===== config.mk =====
export PLATFORM = sky130hd
export DESIGN_NAME = button_hold_repeat_tracker
export DESIGN_NICKNAME = d
export VERILOG_FILES = /design/src/sv/bhrt_pkg.sv /design/src/sv/bhrt_ctrl.sv /design/src/sv/bhrt_dp.sv /design/src/sv/button_hold_repeat_tracker.sv
export SDC_FILE = /design/constraint.sdc
export NUM_CORES = 1
export LEC_CHECK = 0
export ABC_CLOCK_PERIOD_IN_PS = 4050
export BUFFER_PORTS_ARGS = -buffer_cell sky130_fd_sc_hd__buf_2
export CORE_MARGIN = 5
export CORE_UTILIZATION = 55
export DETAILED_ROUTE_END_ITERATION = 16
export PLACE_DENSITY = 0.72
export SYNTH_ARGS = -nofsm -noshare
export SYNTH_HDL_FRONTEND = slang
export SYNTH_SLANG_ARGS = --single-unit

===== constraint.sdc =====
create_clock -name i_clk -period 4.05 [get_ports i_clk]
set_input_delay 0 -clock i_clk [delete_from_list [all_inputs] [get_ports i_clk]]
set_output_delay 0 -clock i_clk [all_outputs]
set_load 0.05 [all_outputs]

===== src/sv/bhrt_pkg.sv =====
package bhrt_pkg;

    // Field widths of one scan transaction and one result transaction.
    localparam int PORT_W       = 16;
    localparam int QUERY_W      = 4;
    localparam int CNT_W        = 16;
    localparam int KEY_W        = 7;
    localparam int BTN_IDX_W    = 5;
    localparam int IN_TDATA_W   = 56;
    localparam int OUT_TDATA_W  = 32;

    // Only this many buttons are searched for a keypad character.
    localparam int KEY_SCAN_LIMIT = 22;

    localparam logic [CNT_W-1:0] COUNT_MAX    = 16'hFFFE;
    localparam logic [CNT_W-1:0] RELEASE_MARK = 16'hFFFF;

    localparam logic [KEY_W-1:0] CHAR_ONE   = 7'h31;
    localparam logic [KEY_W-1:0] CHAR_STAR  = 7'h2A;
    localparam logic [KEY_W-1:0] CHAR_ZERO  = 7'h30;
    localparam logic [KEY_W-1:0] CHAR_HASH  = 7'h23;
    localparam logic [KEY_W-1:0] CHAR_A     = 7'h41;
    localparam logic [KEY_W-1:0] CHAR_NONE  = 7'h00;

    localparam logic [BTN_IDX_W-1:0] BTN_STAR = 5'd9;
    localparam logic [BTN_IDX_W-1:0] BTN_ZERO = 5'd10;
    localparam logic [BTN_IDX_W-1:0] BTN_HASH = 5'd11;
    localparam logic [BTN_IDX_W-1:0] BTN_A    = 5'd12;
    localparam logic [BTN_IDX_W-1:0] BTN_END  = 5'd16;

    // Number of restoring-division steps, one quotient bit per step.
    localparam int DIV_STEPS  = CNT_W;
    localparam int DIV_STEP_W = 4;

    // Commands from the controller to the datapath.
    typedef struct packed {
        logic load_in;
        logic scan;
        logic read;
        logic div_step;
        logic out_load;
    } t_cmd;

    // Status from the datapath to the controller.
    typedef struct packed {
        logic div_last;
        logic out_free;
    } t_sts;

    // Keypad character of a button.
    function automatic logic [KEY_W-1:0] key_of(input logic [BTN_IDX_W-1:0] idx);
        logic [KEY_W-1:0] k;
        k = CHAR_NONE;
        if (idx < BTN_STAR) begin
            k = CHAR_ONE + KEY_W'(idx);
        end else if (idx == BTN_STAR) begin
            k = CHAR_STAR;
        end else if (idx == BTN_ZERO) begin
            k = CHAR_ZERO;
        end else if (idx == BTN_HASH) begin
            k = CHAR_HASH;
        end else if (idx < BTN_END) begin
            k = CHAR_A + KEY_W'(idx - BTN_A);
        end
        return k;
    endfunction

endpackage


===== src/sv/bhrt_ctrl.sv =====
module bhrt_ctrl (
    input  logic           i_clk,
    input  logic           i_rst_n,
    input  logic           i_s_tvalid,
    output logic           o_s_tready,
    output bhrt_pkg::t_cmd o_cmd,
    input  bhrt_pkg::t_sts i_sts
);
    import bhrt_pkg::*;

    typedef enum logic [4:0] {
        S_IDLE = 5'b00001,
        S_SCAN = 5'b00010,
        S_READ = 5'b00100,
        S_DIV  = 5'b01000,
        S_DONE = 5'b10000
    } t_state;

    t_state r_state;
    t_state n_state;

    always_ff @(posedge i_clk) begin
        if (!i_rst_n) begin
            r_state <= S_IDLE;
        end else begin
            r_state <= n_state;
        end
    end

    always_comb begin
        n_state = r_state;
        o_cmd   = '0;
        case (r_state)
            S_IDLE: begin
                if (i_s_tvalid) begin
                    o_cmd.load_in = 1'b1;
                    n_state       = S_SCAN;
                end
            end
            S_SCAN: begin
                o_cmd.scan = 1'b1;
                n_state    = S_READ;
            end
            S_READ: begin
                o_cmd.read = 1'b1;
                n_state    = S_DIV;
            end
            S_DIV: begin
                o_cmd.div_step = 1'b1;
                if (i_sts.div_last) begin
                    n_state = S_DONE;
                end
            end
            S_DONE: begin
                if (i_sts.out_free) begin
                    o_cmd.out_load = 1'b1;
                    n_state        = S_IDLE;
                end
            end
            default: begin
                n_state = S_IDLE;
            end
        endcase
    end

    assign o_s_tready = (r_state == S_IDLE);

endmodule


===== src/sv/bhrt_dp.sv =====
module bhrt_dp #(
    parameter int BUTTON_COUNT = 16
) (
    input  logic                               i_clk,
    input  logic                               i_rst_n,
    input  bhrt_pkg::t_cmd                     i_cmd,
    output bhrt_pkg::t_sts                     o_sts,
    input  logic [bhrt_pkg::IN_TDATA_W-1:0]    i_s_tdata,
    output logic                               o_m_tvalid,
    input  logic                               i_m_tready,
    output logic [bhrt_pkg::OUT_TDATA_W-1:0]   o_m_tdata
);
    import bhrt_pkg::*;

    localparam int LVL_W = (BUTTON_COUNT > PORT_W) ? BUTTON_COUNT : PORT_W;

    // Captured scan transaction.
    logic               r_mode;
    logic [PORT_W-1:0]  r_port;
    logic [QUERY_W-1:0] r_query;
    logic [CNT_W-1:0]   r_period;
    logic [CNT_W-1:0]   r_htime;

    logic [CNT_W-1:0]   r_counters [BUTTON_COUNT];

    // Queried counter, key character and divider state.
    logic [CNT_W-1:0]      r_cnt;
    logic [KEY_W-1:0]      r_key;
    logic [CNT_W-1:0]      r_dividend;
    logic [CNT_W-1:0]      r_rem;
    logic [DIV_STEP_W-1:0] r_step;

    // Result register.
    logic                   r_out_valid;
    logic [OUT_TDATA_W-1:0] r_out_data;

    logic [LVL_W-1:0]       levels;
    logic [CNT_W-1:0]       sel_cnt;
    logic [KEY_W-1:0]       first_key;
    logic [CNT_W:0]         trial;
    logic [CNT_W:0]         trial_sub;
    logic                   press_edge;
    logic                   release_edge;
    logic                   hold_match;
    logic                   repeat_hit;
    logic [CNT_W-1:0]       held_scans;

    // Buttons without a port bit read as released (pulled high).
    assign levels = {{(LVL_W-PORT_W){1'b1}}, r_port};

    always_ff @(posedge i_clk) begin
        if (i_cmd.load_in) begin
            r_mode   <= i_s_tdata[0];
            r_port   <= i_s_tdata[16:1];
            r_query  <= i_s_tdata[20:17];
            r_period <= i_s_tdata[36:21];
            r_htime  <= i_s_tdata[52:37];
        end
    end

    always_ff @(posedge i_clk) begin
        if (!i_rst_n) begin
            for (int i = 0; i < BUTTON_COUNT; i++) begin
                r_counters[i] <= '0;
            end
        end else if (i_cmd.scan && !r_mode) begin
            for (int i = 0; i < BUTTON_COUNT; i++) begin
                if (!levels[i]) begin
                    if (r_counters[i] < COUNT_MAX) begin
                        r_counters[i] <= r_counters[i] + CNT_W'(1);
                    end else if (r_counters[i] == RELEASE_MARK) begin
                        r_counters[i] <= CNT_W'(1);
                    end
                end else if (r_counters[i] != '0) begin
                    r_counters[i] <= (r_counters[i] == RELEASE_MARK) ? '0 : RELEASE_MARK;
                end
            end
        end
    end

    // A query beyond the button count reads as an idle counter.
    always_comb begin
        sel_cnt = '0;
        for (int i = 0; i < BUTTON_COUNT; i++) begin
            if ({1'b0, r_query} == BTN_IDX_W'(i)) begin
                sel_cnt = r_counters[i];
            end
        end
    end

    // Lowest-numbered released button wins.
    always_comb begin
        first_key = CHAR_NONE;
        for (int i = BUTTON_COUNT - 1; i >= 0; i--) begin
            if (i < KEY_SCAN_LIMIT && r_counters[i] == RELEASE_MARK) begin
                first_key = key_of(BTN_IDX_W'(i));
            end
        end
    end

    // Restoring division for the remainder, one dividend bit per step.
    assign trial     = {r_rem, r_dividend[CNT_W-1]};
    assign trial_sub = trial - {1'b0, r_period};

    always_ff @(posedge i_clk) begin
        if (i_cmd.read) begin
            r_cnt      <= sel_cnt;
            r_key      <= first_key;
            r_dividend <= sel_cnt;
            r_rem      <= '0;
            r_step     <= '0;
        end else if (i_cmd.div_step) begin
            r_dividend <= {r_dividend[CNT_W-2:0], 1'b0};
            r_rem      <= trial_sub[CNT_W] ? trial[CNT_W-1:0] : trial_sub[CNT_W-1:0];
            r_step     <= r_step + DIV_STEP_W'(1);
        end
    end

    assign o_sts.div_last = (r_step == DIV_STEP_W'(DIV_STEPS - 1));
    assign o_sts.out_free = !r_out_valid || i_m_tready;

    assign press_edge   = (r_cnt == CNT_W'(1));
    assign release_edge = (r_cnt == RELEASE_MARK);
    assign hold_match   = ({1'b0, r_cnt} == ({1'b0, r_htime} + (CNT_W+1)'(1)));
    assign held_scans   = release_edge ? '0 : r_cnt;

    always_comb begin
        if (release_edge) begin
            repeat_hit = 1'b0;
        end else if (r_period <= CNT_W'(1)) begin
            repeat_hit = (r_cnt != '0);
        end else begin
            repeat_hit = (r_rem == CNT_W'(1));
        end
    end

    always_ff @(posedge i_clk) begin
        if (!i_rst_n) begin
            r_out_valid <= 1'b0;
        end else if (i_cmd.out_load) begin
            r_out_valid <= 1'b1;
        end else if (i_m_tready) begin
            r_out_valid <= 1'b0;
        end
    end

    always_ff @(posedge i_clk) begin
        if (i_cmd.out_load) begin
            r_out_data <= {5'b0, r_key, held_scans, repeat_hit, hold_match,
                           release_edge, press_edge};
        end
    end

    assign o_m_tvalid = r_out_valid;
    assign o_m_tdata  = r_out_data;

endmodule


===== src/sv/button_hold_repeat_tracker.sv =====
// Channel  | Dir | Fields in tdata, lowest bit first
// ---------+-----+----------------------------------------------------------
// s (scan) | in  | mode[0], port_bits[16:1], query_button[20:17],
//          |     | repeat_period[36:21], hold_time[52:37], zero[55:53]
// m (rslt) | out | press_edge[0], release_edge[1], hold_match[2],
//          |     | repeat_hit[3], held_scans[19:4], key_char[26:20], zero[31:27]
//
// Each scan transaction runs from acceptance to a loaded result through an
// accept step, a scan step, a counter read step and 16 steps of the
// bit-serial remainder unit, then a result load.
// Reset (i_rst_n low at a clock edge) clears all hold counters to idle and
// empties the result register. The result register lets the next scan be
// accepted while a result waits; a stalled result only holds the block at
// the final load step.
module button_hold_repeat_tracker #(
    parameter int BUTTON_COUNT = 16
) (
    input  logic                               i_clk,
    input  logic                               i_rst_n,
    input  logic                               i_s_tvalid,
    output logic                               o_s_tready,
    // mode, port_bits, query_button, repeat_period, hold_time, zero fill
    input  logic [bhrt_pkg::IN_TDATA_W-1:0]    i_s_tdata,
    output logic                               o_m_tvalid,
    input  logic                               i_m_tready,
    // press_edge, release_edge, hold_match, repeat_hit, held_scans, key_char,
    // zero fill
    output logic [bhrt_pkg::OUT_TDATA_W-1:0]   o_m_tdata
);
    import bhrt_pkg::*;

    // The controller sequences scan, read, divide and load; the datapath
    // holds the counters, the remainder unit and the result register.
    t_cmd cmd;
    t_sts sts;

    bhrt_ctrl u_ctrl (
        .i_clk      (i_clk),
        .i_rst_n    (i_rst_n),
        .i_s_tvalid (i_s_tvalid),
        .o_s_tready (o_s_tready),
        .o_cmd      (cmd),
        .i_sts      (sts)
    );

    bhrt_dp #(
        .BUTTON_COUNT (BUTTON_COUNT)
    ) u_dp (
        .i_clk      (i_clk),
        .i_rst_n    (i_rst_n),
        .i_cmd      (cmd),
        .o_sts      (sts),
        .i_s_tdata  (i_s_tdata),
        .o_m_tvalid (o_m_tvalid),
        .i_m_tready (i_m_tready),
        .o_m_tdata  (o_m_tdata)
    );

endmodule


# Word-level counts from Yosys, hierarchy flattened
# Memory sizes are Yosys's and may differ from the RTL's.
# Index checks and enable logic that the tools add are counted.
dict set report totals {
  latchBits 0
  output_inout_bits 34
  romBits 0
  word_cells 545
  inputBits 60
  ram_bits 256
  mem_count 1
  ff_bits 145
}
dict set report op_classes {
  muxes 369
  reduce_logical 29
  n_shift 0
  add_sub_neg 19
  bitwise_logic 48
  n_eq_ne 44
  n_div 0
  magnitude_cmp 17
  mul 0
}
# memory words word_bits read_ports rd_ports_with_merged_regs wr line_no
set mem_list {}
lappend mem_list {u_dp.r_counters 16 16 16 0 16 bhrt_dp.sv:24} ;# logic [CNT_W-1:0] r_counters [BUTTON_COUNT];
# operator n
set op_table {}
lappend op_table {{two-way mux 16 bit} 83}
lappend op_table {{== test 16 bit, second input constant} 17}
lappend op_table {{nonzero test 16 bit} 17}
lappend op_table {{two-way mux 1 bit} 267}
lappend op_table {{adder 16 x 1 -> 16 bit, second input constant} 16}
lappend op_table {{less-than comparator 16 bit, second input constant} 16}
lappend op_table {{OR 1 bit} 48}
lappend op_table {{== test 4 bit, second input constant} 9}
lappend op_table {{== test 16 x 1 -> 1 bit, second input constant} 2}
lappend op_table {{two-way mux 5 bit} 6}
lappend op_table {{two-way mux 7 bit} 4}
lappend op_table {{case mux 5 bit (5 select lines)} 1}
lappend op_table {{adder 16 x 1 -> 17 bit, second input constant} 1}
lappend op_table {{== test 16 x 17 -> 1 bit} 1}
lappend op_table {{subtractor 17 x 16 -> 17 bit} 1}
lappend op_table {{== test 4 x 3 -> 1 bit, second input constant} 4}
lappend op_table {{<= comparator 16 x 1 -> 1 bit, second input constant} 1}
lappend op_table {{two-way mux 3 bit} 4}
lappend op_table {{OR reduction 12 bit} 1}
lappend op_table {{OR reduction 9 bit} 1}
lappend op_table {{== test 4 x 2 -> 1 bit, second input constant} 2}
lappend op_table {{two-way mux 4 bit} 2}
lappend op_table {{OR reduction 7 bit} 1}
lappend op_table {{inequality test 2 bit, second input constant} 3}
lappend op_table {{15 further kinds} 18}

# Depth between registers and ports, before layout
dict set report logic_depth {
  word_depth 18
  mapped_depth 14
  mapped_depth_nobuf 12
}

# By module
# Synthesis repeated with hierarchy kept, for this count alone.
dict set report unflattened {
  cells_unflattened 2477
  area_unflattened_um2 24681.2
}
# mod area_each_um2 cells_per_inst seq_area_each_um2 n_inst
set modules_own_cells {}
lappend modules_own_cells {bhrt_dp 24385.9 2446 11681.2 1}
lappend modules_own_cells {bhrt_ctrl 295.3 31 100.1 1}

# Worst setup path after synthesis
# No wires, ideal clock.
dict set report synth_path {
  kind {flip-flop to flip-flop}
  start {memory u_dp.r_counters[4][4], in the netlist u_dp.r_counters[1][4]}
  end {memory u_dp.r_counters[4][0], in the netlist u_dp.r_counters[1][0] (enable)}
  path_slack_ns 1.086
  setup_time_ns 0.411
  synth_period_minus_slack_ns 2.964
  stages_incl_launch_ff 10
  arrival_time_ns 2.553
  t_required_ns 3.639
  path_cell_list {edfxtp_1 and3_1 and4_1 nand3_1 nor2_1 nand3_1 nor2_1 nor2_1 a21oi_1 o21ai_0}
}
# item line_no
set synth_lines {}
lappend synth_lines {{from (decl)} bhrt_dp.sv:24}

# Worst setup path after layout
dict set report layout_path {
  start {register u_dp.r_dividend[15]}
  end {register u_dp.r_rem[10]}
}
dict set report layout_via {
  elab_chain_len 2
}
# item line_no
set layout_lines {}
lappend layout_lines {{from (decl)} bhrt_dp.sv:29} ;# logic [CNT_W-1:0] r_dividend;
lappend layout_lines {{from (signal assigned)} bhrt_dp.sv:109} ;# r_dividend <= sel_cnt;
lappend layout_lines {{from (signal assigned)} bhrt_dp.sv:113} ;# r_dividend <= {r_dividend[CNT_W-2:0], 1'b0};
lappend layout_lines {{subtractor 17 x 16 -> 17 bit} bhrt_dp.sv:103} ;# assign trial_sub = trial - {1'b0, r_period};
lappend layout_lines {{two-way mux 16 bit} bhrt_dp.sv:114} ;# r_rem <= trial_sub[CNT_W] ? trial[CNT_W-1:0] : trial_sub[CNT_W-1:0];
lappend layout_lines {{to (signal assigned)} bhrt_dp.sv:114}
lappend layout_lines {{to (decl)} bhrt_dp.sv:30} ;# logic [CNT_W-1:0] r_rem;
# No other way between the ends.
# A chain may end at the register's enable or synchronous reset.

==> impl_metrics.tcl <==
set metrics [dict create \
    status "finished clean" \
    avgSynthCellArea_um2 10.27 \
    drc 0 \
    synth-simple-area-share 0.1816 \
    postRouteAntennaNets 0 \
    vias 19080 \
    drt_iter0_drc 2107 \
    grt-ovfl-total 0 \
    yosysTopAreaCell "edfxtp_1" \
    crit_type "reg -> reg" \
    grt_pass1_wl_mm 101.6 \
    place.gp.congestion 0.9578 \
    pwr_density_cell_nw_per_um2 504.8 \
    core_area_um2 42790 \
    synth_flop_cell "edfxtp_1" \
    worst_pin_slew_ps 1303 \
    synth_top_family_by_area "simple AND/OR/NAND/NOR gates" \
    synth_area_um2 23630 \
    ys_types 75 \
    grt_pass1_vias 18050 \
    seqPwrFrac 0.447 \
    intPower_mw 8.983 \
    synthAdderAreaFrac 0.02732 \
    worstHoldStart "i_s_tdata[9]" \
    muxShareOfSynthArea 0.03781 \
    switching_share 0.3297 \
    synth_compound_area_frac 0.1274 \
    synth_seq_cells 401 \
    cts_root_buffer "clkbuf_16" \
    rows 76 \
    synthXorXnorAreaFrac 0.09415 \
    wl_per_cell_um 21.60 \
    p_clk_frac 0.305 \
    worstHoldEndpoint "u_dp.levels[8]" \
    synthToLayoutAreaGrowth_pct 12.36 \
    async_flop_share 0 \
    reg2reg_depth 12 \
    clk_latency_ps 590 \
    r2r_start "u_dp.r_dividend[15]" \
    maxCapViolCount 0 \
    startpoint_type "flip-flop" \
    setup_viol_count_final 0 \
    design_area_um2 26550 \
    setup_tns_ps 0 \
    ys_top_cells_by_count "edfxtp_1 (375), o21ai_1 (229), nand2_1 (188), xor2_1 (169), nand3_1 (137)" \
    drive_gt1_frac 0.09091 \
    drv_slew 0 \
    hp-class "in -> reg" \
    cts_tree "built" \
    fin_ws_ps 489.1 \
    grt_setup_unrepaired "no" \
    layout.cells.non_filler 2999 \
    ff2ff_setup_slack_ps 490 \
    dp_cells 2861 \
    chipHeight_um 217.3 \
    ys_top_cells_by_area "edfxtp_1 (48%), xor2_1 (6.3%), o21ai_1 (4.9%), xnor2_1 (3.2%), nand2_1 (3.0%)" \
    ir_drop_uv 368.6 \
    p_sw_mw 4.418 \
    p_comb_frac 0.248 \
    finalWorstPathRequiredPeriod_ps 3561 \
    synth_top_area_share 0.4766 \
    finalHoldViolations 0 \
    cp_max_fo 16 \
    vias_per_cell 6.362 \
    clock-sinks 401 \
    worstPathRequired_ps 4490 \
    drtPass1Iterations 7 \
    slowest_stage "a311o_1" \
    dpl_cell_area_um2 24520 \
    hold_depth 2 \
    syn_inst 2301 \
    cts.reportedPaths.clkPinSlew_ps 60 \
    path_buf_inv 1 \
    htree_levels 2 \
    dp_hpwl_mm 46.39 \
    synth_edf_count 375 \
    clk_path_buf_depth 3 \
    start_util 0.5522 \
    cts_resized 0 \
    skew_ps 23.91 \
    cts_buffers 44 \
    crit_chain "inv_1 > ha_1 > fa_1 > nor2b_4 > o31a_4 > nor4_4 > o31ai_4 > a31oi_4 > o21ai_0 > a311o_1 > mux2i_1 > o21ai_1" \
    yosysMostFrequentCell "edfxtp_1" \
    antenna_cells 0 \
    ios 94 \
    finalCritPeriodShare 0.8792 \
    place_ws_ps 526.3 \
    relSlewSlack 0.1278 \
    fin_nets 2529 \
    dieArea_um2 47210 \
    r2r_end "u_dp.r_rem[10]" \
    portBuffers 85 \
    antenna_found_initial 0 \
    post_cts_buffers 0 \
    ys_seq_area_frac 0.4986 \
    wl_mm 64.79 \
    fmax_mhz 280.8 \
    holdWs_ps 123.8 \
    yosys_warnings 0 \
    grt_max_degree 44 \
    cpPeakStageDelay_ps 950 \
    arrival_ps 4000 \
    die_w_um 217.3 \
    p_leak_nw 9.480 \
    grt_usage 0.2681 \
    utilization 0.6204 \
    cp_top_family "compound AO/OA/AOI/OAI gates" \
    p_total_mw 13.40 \
    critPathCaptureType "flip-flop" \
]
==> cells by family (layout without fill, tap and decap cells) <==
group / Yosys count / after routing
buf+inv: 189 / 337
compound gates: 514 / 514
mux: 64 / 64
flops: 401 / 401
fa+ha+maj: 51 / 51
xor+xnor: 254 / 254
simple gates: 827 / 827
other cells: 1 / 5
==> cell usage in the layout (no fill, tap or decap), drive strengths merged, types with 15 or more instances in the layout <==
cell type,count
clkbuf,53
nor3,47
xnor2,85
and3,52
and4,18
nand4,82
dfxtp,26
clkinv,18
mux2i,33
inv,89
edfxtp,375
dlygate4sd3,57
nand3,138
buf,112
nor4b,17
or3,15
ha,50
o21ai,311
nor2b,35
and2,18
nor4,58
xor2,169
mux4,19
nor2,127
a21oi,61
a22oi,37
nand2,188
==> state kept, by name, summed over array words and instances, names as in the netlist, 16 cells and up <==
signal	cells
u_dp.r_cnt	16
u_dp.o_m_tdata	27
u_dp.r_counters	256
u_dp.r_htime	16
u_dp.r_period	16
u_dp.r_rem	16
u_dp.levels	16
u_dp.r_dividend	16
==> cell type report <==
| cell class | instances | area, µm² |
|---|---|---|
| Inverter | 87 | 326.6 |
| Fill cell | 3492 | 16240 |
| Clock inverter | 28 | 319.1 |
| Tap cell | 546 | 683.2 |
| Timing Repair Buffer | 169 | 1211 |
| Sequential cell | 401 | 11780 |
| Clock buffer | 53 | 1135 |
| Multi-Input combinational cell | 1715 | 11090 |
==> worst register-to-register path, stage by stage (launching register included) <==
cell	delay (ps)
edfxtp_1	330
inv_1	50
ha_1	210
fa_1	440
nor2b_4	150
o31a_4	160
nor4_4	50
o31ai_4	330
a31oi_4	150
o21ai_0	180
a311o_1	950
mux2i_1	340
o21ai_1	90
==> metal layers <==
metal / GRT usage / vias to the layer above / wire, µm
met2: 0.4348 / 888 / 30210
met1: 0.3717 / 9187 / 26870
met5: 0 / - / 0
met3: 0.03825 / 148 / 5337
li1: - / 8857 / -
met4: 0.09754 / 0 / 2377
==> power groups by stage <==
stage / clock network (mW) / registers (mW) / logic (mW)
2_1_floorplan: 0 / 5.73 / 2.51
3_3_place_gp: 0 / 6.02 / 3.13
3_5_place_dp: 0 / 6.04 / 3.21
4_1_cts: 4.15 / 5.96 / 3.28
5_1_grt: 4.33 / 6.05 / 3.61
6_report: 4.09 / 5.99 / 3.32
==> worst max path at each step <==
stage	from	to	depth (start not counted)
2_1_floorplan	u_dp.r_counters[1][4]	u_dp.r_counters[1][0]	9
3_3_place_gp	u_dp.r_dividend[15]	u_dp.r_rem[15]	12
3_5_place_dp	u_dp.r_dividend[15]	u_dp.r_rem[10]	12
4_1_cts	u_dp.r_dividend[15]	u_dp.r_rem[10]	12
5_1_grt	u_dp.r_dividend[15]	u_dp.r_rem[15]	12
6_report	u_dp.r_dividend[15]	u_dp.r_rem[10]	12
==> repair_timing <==
item                                    in CTS  in global routing
hold endpoints to repair                    59                  0
hold buffers                                57                  0
endpoints found under the setup margin       0                  0
Power figures use the tool's default switching activity.
